<file path="src/hdl/assert_macros.svh">
// Assertion macros shared by the deframer RTL.
// Depends on nothing; included inside module bodies.
`ifndef ASSERT_MACROS_SVH
`define ASSERT_MACROS_SVH

// same-cycle implication, disabled while reset is asserted
`define ASSERT_IMPLIES(label, clk, rst_n, ante, cons) \
	label: assert property (@(posedge clk) disable iff (!(rst_n)) (ante) |-> (cons)) \
		else $error("assertion failed: implication");

// next-cycle implication, disabled while reset is asserted
`define ASSERT_NEXT(label, clk, rst_n, ante, cons) \
	label: assert property (@(posedge clk) disable iff (!(rst_n)) (ante) |=> (cons)) \
		else $error("assertion failed: next-cycle implication");

`endif

</file>
<file path="src/hdl/swpd_pkg.sv">
// Package for the sync word packet deframer: widths, codes and shared types.
// Depends on nothing; used by the interfaces, the parser and the top level.
`default_nettype none

package swpd_pkg;

	localparam int BYTE_W     = 8;
	localparam int ADDR_W     = 16;
	localparam int KIND_W     = 3;
	localparam int CFG_IDX_W  = 2;
	localparam int CFG_DATA_W = 16;

	localparam logic [31:0] SYNC_WORD = 32'hEF02_AAAA;
	localparam logic [BYTE_W-1:0] SYNC_SUM =
		BYTE_W'(8'hEF + 8'h02 + 8'hAA + 8'hAA);

	// header bytes that land in the shadow: target, source, index, function
	localparam int SHADOW_BYTES = 7;
	localparam int HDR_LEN_LO   = 7;
	localparam int HDR_LEN_HI   = 8;

	localparam logic [KIND_W-1:0] EV_HDR_OK   = 3'd0;
	localparam logic [KIND_W-1:0] EV_PAYLOAD  = 3'd1;
	localparam logic [KIND_W-1:0] EV_GOOD     = 3'd2;
	localparam logic [KIND_W-1:0] EV_BAD_PAY  = 3'd3;
	localparam logic [KIND_W-1:0] EV_BAD_HDR  = 3'd4;

	localparam logic [CFG_IDX_W-1:0] REG_LOCAL_ADDR = 2'd0;
	localparam logic [CFG_IDX_W-1:0] REG_BCAST_ADDR = 2'd1;

	typedef struct packed {
		logic [ADDR_W-1:0] local_address;
		logic [ADDR_W-1:0] broadcast_address;
	} swpd_cfg_t;

	typedef struct packed {
		logic [KIND_W-1:0] event_kind;
		logic [ADDR_W-1:0] target_address;
		logic [ADDR_W-1:0] source_address;
		logic [ADDR_W-1:0] packet_index;
		logic [BYTE_W-1:0] function_code;
		logic [ADDR_W-1:0] payload_length;
		logic [BYTE_W-1:0] payload_byte;
		logic              for_this_node;
		logic              frame_last;
	} swpd_event_t;

endpackage

`default_nettype wire

</file>
<file path="src/hdl/swpd_parser.sv">
// Frame parser: sync hunt, header gather, payload pass-through and checksums.
// One byte per step; depends on swpd_pkg.
`default_nettype none

module swpd_parser import swpd_pkg::*; (
	input  wire logic              clk,
	input  wire logic              arst_n,
	input  wire logic              step,
	input  wire logic [BYTE_W-1:0] rx_byte,
	input  wire swpd_cfg_t         cfg,
	output logic                   evt_valid,
	output swpd_event_t            evt
);

	typedef enum logic [1:0] {
		PH_HUNT,
		PH_HEADER,
		PH_PAYLOAD,
		PH_CHECK
	} phase_t;

	phase_t                      phase_q, phase_d;
	logic [23:0]                 win_q, win_d;
	logic [3:0]                  hcnt_q, hcnt_d;
	logic [8*SHADOW_BYTES-1:0]   shadow_q, shadow_d;
	logic [BYTE_W-1:0]           hsum_q, hsum_d;
	logic [ADDR_W-1:0]           prem_q, prem_d;
	logic [BYTE_W-1:0]           psum_q, psum_d;
	logic [ADDR_W-1:0]           tgt;

	assign tgt = shadow_q[ADDR_W-1:0];

	always_comb begin
		phase_d   = phase_q;
		win_d     = win_q;
		hcnt_d    = hcnt_q;
		shadow_d  = shadow_q;
		hsum_d    = hsum_q;
		prem_d    = prem_q;
		psum_d    = psum_q;
		evt_valid = 1'b0;
		evt       = '0;
		unique case (phase_q)
			PH_HUNT: begin
				win_d = {win_q[15:0], rx_byte};
				if ({win_q, rx_byte} == SYNC_WORD) begin
					phase_d = PH_HEADER;
					win_d   = '0;
					hcnt_d  = '0;
					hsum_d  = SYNC_SUM;
				end
			end
			PH_HEADER: begin
				if (hcnt_q < 4'(HDR_LEN_HI + 1)) begin
					hsum_d = hsum_q + rx_byte;
					hcnt_d = hcnt_q + 4'd1;
					for (int i = 0; i < SHADOW_BYTES; i++) begin
						if (hcnt_q == 4'(i))
							shadow_d[8*i +: 8] = rx_byte;
					end
					if (hcnt_q == 4'(HDR_LEN_LO))
						prem_d[7:0] = rx_byte;
					if (hcnt_q == 4'(HDR_LEN_HI))
						prem_d[15:8] = rx_byte;
				end else begin
					evt_valid          = 1'b1;
					evt.target_address = tgt;
					evt.source_address = shadow_q[31:16];
					evt.packet_index   = shadow_q[47:32];
					evt.function_code  = shadow_q[55:48];
					evt.payload_length = prem_q;
					if (rx_byte != hsum_q) begin
						evt.event_kind = EV_BAD_HDR;
						evt.frame_last = 1'b1;
						phase_d = PH_HUNT;
						win_d   = '0;
						hcnt_d  = '0;
						hsum_d  = '0;
						psum_d  = '0;
					end else begin
						evt.event_kind    = EV_HDR_OK;
						evt.for_this_node = (tgt == cfg.local_address) ||
							(tgt == cfg.broadcast_address);
						hcnt_d  = '0;
						psum_d  = '0;
						phase_d = (prem_q == '0) ? PH_CHECK : PH_PAYLOAD;
					end
				end
			end
			PH_PAYLOAD: begin
				evt_valid        = 1'b1;
				evt.event_kind   = EV_PAYLOAD;
				evt.payload_byte = rx_byte;
				psum_d = psum_q + rx_byte;
				prem_d = prem_q - 16'd1;
				if (prem_q == 16'd1)
					phase_d = PH_CHECK;
			end
			PH_CHECK: begin
				evt_valid      = 1'b1;
				evt.event_kind = (rx_byte == psum_q) ? EV_GOOD : EV_BAD_PAY;
				evt.frame_last = 1'b1;
				phase_d = PH_HUNT;
				win_d   = '0;
				hcnt_d  = '0;
				hsum_d  = '0;
				psum_d  = '0;
			end
			default: begin
				phase_d = PH_HUNT;
			end
		endcase
	end

	always_ff @(posedge clk or negedge arst_n) begin
		if (!arst_n) begin
			phase_q <= PH_HUNT;
			win_q   <= '0;
			hcnt_q  <= '0;
			hsum_q  <= '0;
			psum_q  <= '0;
		end else if (step) begin
			phase_q <= phase_d;
			win_q   <= win_d;
			hcnt_q  <= hcnt_d;
			hsum_q  <= hsum_d;
			psum_q  <= psum_d;
		end
	end

	// every field is written during the header before it is read
	always_ff @(posedge clk) begin
		if (step) begin
			shadow_q <= shadow_d;
			prem_q   <= prem_d;
		end
	end

endmodule

`default_nettype wire
</file>
<file path="config.mk">
export PLATFORM = sky130hd
export DESIGN_NAME = swpd_parser
export DESIGN_NICKNAME = d
export VERILOG_FILES = /design/src/hdl/assert_macros.svh /design/src/hdl/swpd_pkg.sv /design/src/hdl/swpd_parser.sv
export SDC_FILE = /design/constraint.sdc
export NUM_CORES = 1
export LEC_CHECK = 0
export BUFFER_PORTS_ARGS = -buffer_cell sky130_fd_sc_hd__buf_2
export CAP_MARGIN = 0
export CORE_ASPECT_RATIO = 0.7
export CORE_MARGIN = 2
export CORE_UTILIZATION = 55
export CTS_CLUSTER_SIZE = 14
export DETAILED_ROUTE_END_ITERATION = 6
export GPL_TIMING_DRIVEN = 0
export PLACE_DENSITY = 0.9
export SYNTH_ARGS = -nofsm -noshare
export SYNTH_HDL_FRONTEND = slang
export SYNTH_SLANG_ARGS = --single-unit
</file>
<file path="constraint.sdc">
create_clock -name clk -period 3.4 [get_ports clk]
set_clock_uncertainty 0.2 [all_clocks]
set_input_delay 0.68 -clock clk [delete_from_list [all_inputs] [get_ports clk]]
set_output_delay 0.68 -clock clk [all_outputs]
set_load 0.005 [all_outputs]
</file>
==> metrics <==
port buffer count 128; sequential share of the synthesized area 53.5%; multi-input logic area 0.00271 sq mm; Final Hold Fails 0; vias in the first global route 5043; largest cells by area after synthesis edfxtp_1 35%, dfrtp_1 19%, and3_1 7.6%; slowest stage delay, CP 370 ps; FF+latch area 0.00331 sq mm; setup slack at placement -194 ps; synthesized instance count 552; die area 0.0121 sq mm; synth cell count leaders 75 x and3_1, 72 x edfxtp_1, 46 x dfrtp_1, 40 x xor2_1, 30 x nor2_1; CP max stage cell ha_1; FILL cells 772; Mapped Nets 619; CP Class in2out; top_reg_cell synth edfxtp_1; Finished Layout Cells 865; Pre-antenna DRT Iters 5; Congestion Overflow GR 0; largest net degree at the start of global routing 47; total number of vias 5055; drt wl/cell 19.2 microns; fin nets 766; CTS Buffer Depth 2; I/O pin count 129; initial DRC count 513; crit path launch rx_byte[3]; clock latency on the worst-skew pair 420 ps; Top cell by count, worst path buf_2; CTS tree built; Setup crit end kind output port; Levels on crit path 7; CP delay by family, top simple AND/OR/NAND/NOR gates; post-route ant nets 0; Yosys reg bits 118; antenna violations before repair 0; final wirelength 16600 microns; RePlAce Congestion 0.970; hpwl dp 11700 microns; crit path max fanout 13; Overall Power 3.48 mW; RSZ-0062 raised after global routing no; maximum VDD drop 0.000367 V; CP bufs+invs 2; Clock Pin Slew Worst Setup and Hold Paths 60 ps; status finished clean; r2r startpoint hsum_q[2]; Yosys top cell by area edfxtp_1; utilization after layout 69.4%; H-tree levels 4; max-cap violations 0; crit-path cells buf_2 > ha_1 > nor3_1 > and3_1 > nand3_1 > a21oi_1 > buf_2; Critical Path End evt[1]; DR vias/cell 5.84; n_diodes 0; synth unique cells 46; Worst R2R Setup Slack 460 ps; CTS Sinks 118; Die H 92.8 microns; GR Util All Layers 28.7%; final worst-path cycle share 98.2%; Placed Instances 833; Setup Buffers After CTS 0; Horiz. Die Dim 131 microns; Design Area, Final 0.00764 sq mm; HP Class in2async; drt drc 0; CTS Buf Count 17; Leak 3.64 nW; ys async rst share 39.0%; fmax 300 MHz; share of layout cells above drive strength 1 25.6%; hold_ws 246 ps; core area 0.0110 sq mm; FP Rows 32; synthesized area 0.00620 sq mm; Setup TNS Final 0 ps; Rel. slew slack 30.6%; Synth Area per Inst 11.2 sq um; most common cell in the netlist and3_1; Final setup viols 0; Post-DP Area 0.00703 sq mm; Startpoint Class input port; Synth-to-Final Area Change 23.2%; Initial Util 56.3%; Reg2Reg Depth 6; Worst Path Required 2520 ps; EDFF count, synth 72; final period demand of the worst path 3340 ps; Slew Viols, Final 0; PwrDens 456 mW/mm^2; setup ws final 61.5 ps; clock root buffer clkbuf_16; first-pass GRT wire length 25900 microns; YS warnings 0; WP data arrival 2460 ps; Slew @ Worst Pin 1040 ps; Synth top area share 34.9%; RR Endpoint win_q[8]
## flip-flops by register name, indices dropped and copies added, names as in the netlist, named ones only
register,count
hcnt_q,4
hsum_q,8
phase_q,1
prem_q,16
psum_q,8
shadow_q,56
win_q,24
## report_power, final
group	total (mW)	switching (mW)	internal (mW)
Sequential	1.58	0.0241	1.56
Clock	1.71	0.693	1.02
Combinational	0.187	0.111	0.0761
Total	3.48	0.828	2.65
## area by class of cell
class	count	share of cell area (%)
sequential	118	43.4
multi-input combinational	388	35.5
timing repair buffer	128	8.55
clock buffer	17	5.57
tap	153	2.51
clock inverter	15	1.90
buffer	31	1.87
inverter	15	0.737
## worst register-to-register path: cells and delay by family, from the launching register on
| kind | cells | cell delay, ps |
|---|---|---|
| compound gates | 2 | 920 |
| fa+ha+maj | 1 | 370 |
| buf+inv | 1 | 410 |
| flops | 1 | 380 |
| simple gates | 2 | 510 |
## timing repair
action / 4_1_cts / 5_1_grt
hold buffers: 0 / 0
resized for setup: 4 / 25
endpoints found under the setup margin: 74 / 79
## how the worst min path moves through the flow
| stage | to | slack [ps] | from | depth (start not counted) |
|---|---|---|---|---|
| detailed placement | win_q[19] | 260 | win_q[19] | 2 |
| global route | psum_q[4] | 310 | arst_n | 1 |
| global placement | win_q[19] | 260 | win_q[19] | 2 |
| floorplan | asynchronous set/reset pin | 180 | arst_n | 0 |
| CTS | psum_q[4] | 270 | arst_n | 1 |
| finish | psum_q[4] | 250 | arst_n | 1 |
## metal layers
metal	vias to the layer above	global-route usage, %	wire [microns]
met5	-	0	0
met4	0	9.75	265
met2	289	46.2	7770
li1	2339	-	-
met3	29	8.38	1600
met1	2398	37.3	6940
## cells in the final DEF (no fill, tap or decap), types with 3 or more instances in the layout
master,synthesis,final
buf_2,2,125
and3_1,75,75
edfxtp_1,72,72
dfrtp_1,46,46
xor2_1,40,40
nor2_1,30,29
nand2_1,28,28
a22o_1,27,27
a21oi_1,25,25
ha_1,22,22
xnor2_1,18,18
clkbuf_1,28,17
clkbuf_16,0,17
inv_1,15,15
o21ai_0,15,15
and2_1,14,14
nor4_1,14,13
nor3_1,12,12
nand3_1,11,11
clkbuf_2,0,10
nand2b_1,7,7
nand4_1,5,5
inv_6,0,5
clkbuf_4,0,4
nor4bb_1,4,4
a21o_1,4,4
clkinv_4,0,4
nor4b_1,3,3
a31oi_1,3,3
o41ai_1,3,3
o21bai_1,3,3
## cell families after synthesis
kind of cell | Yosys count | synth area share (%)
simple gates | 210 | 19.2
fa+ha+maj | 24 | 5.09
buf+inv | 46 | 2.95
compound gates | 94 | 10.6
xor+xnor | 58 | 8.20
flops | 118 | 53.5
mux | 2 | 0.485
No activity file was read; power rests on OpenSTA's default activity.
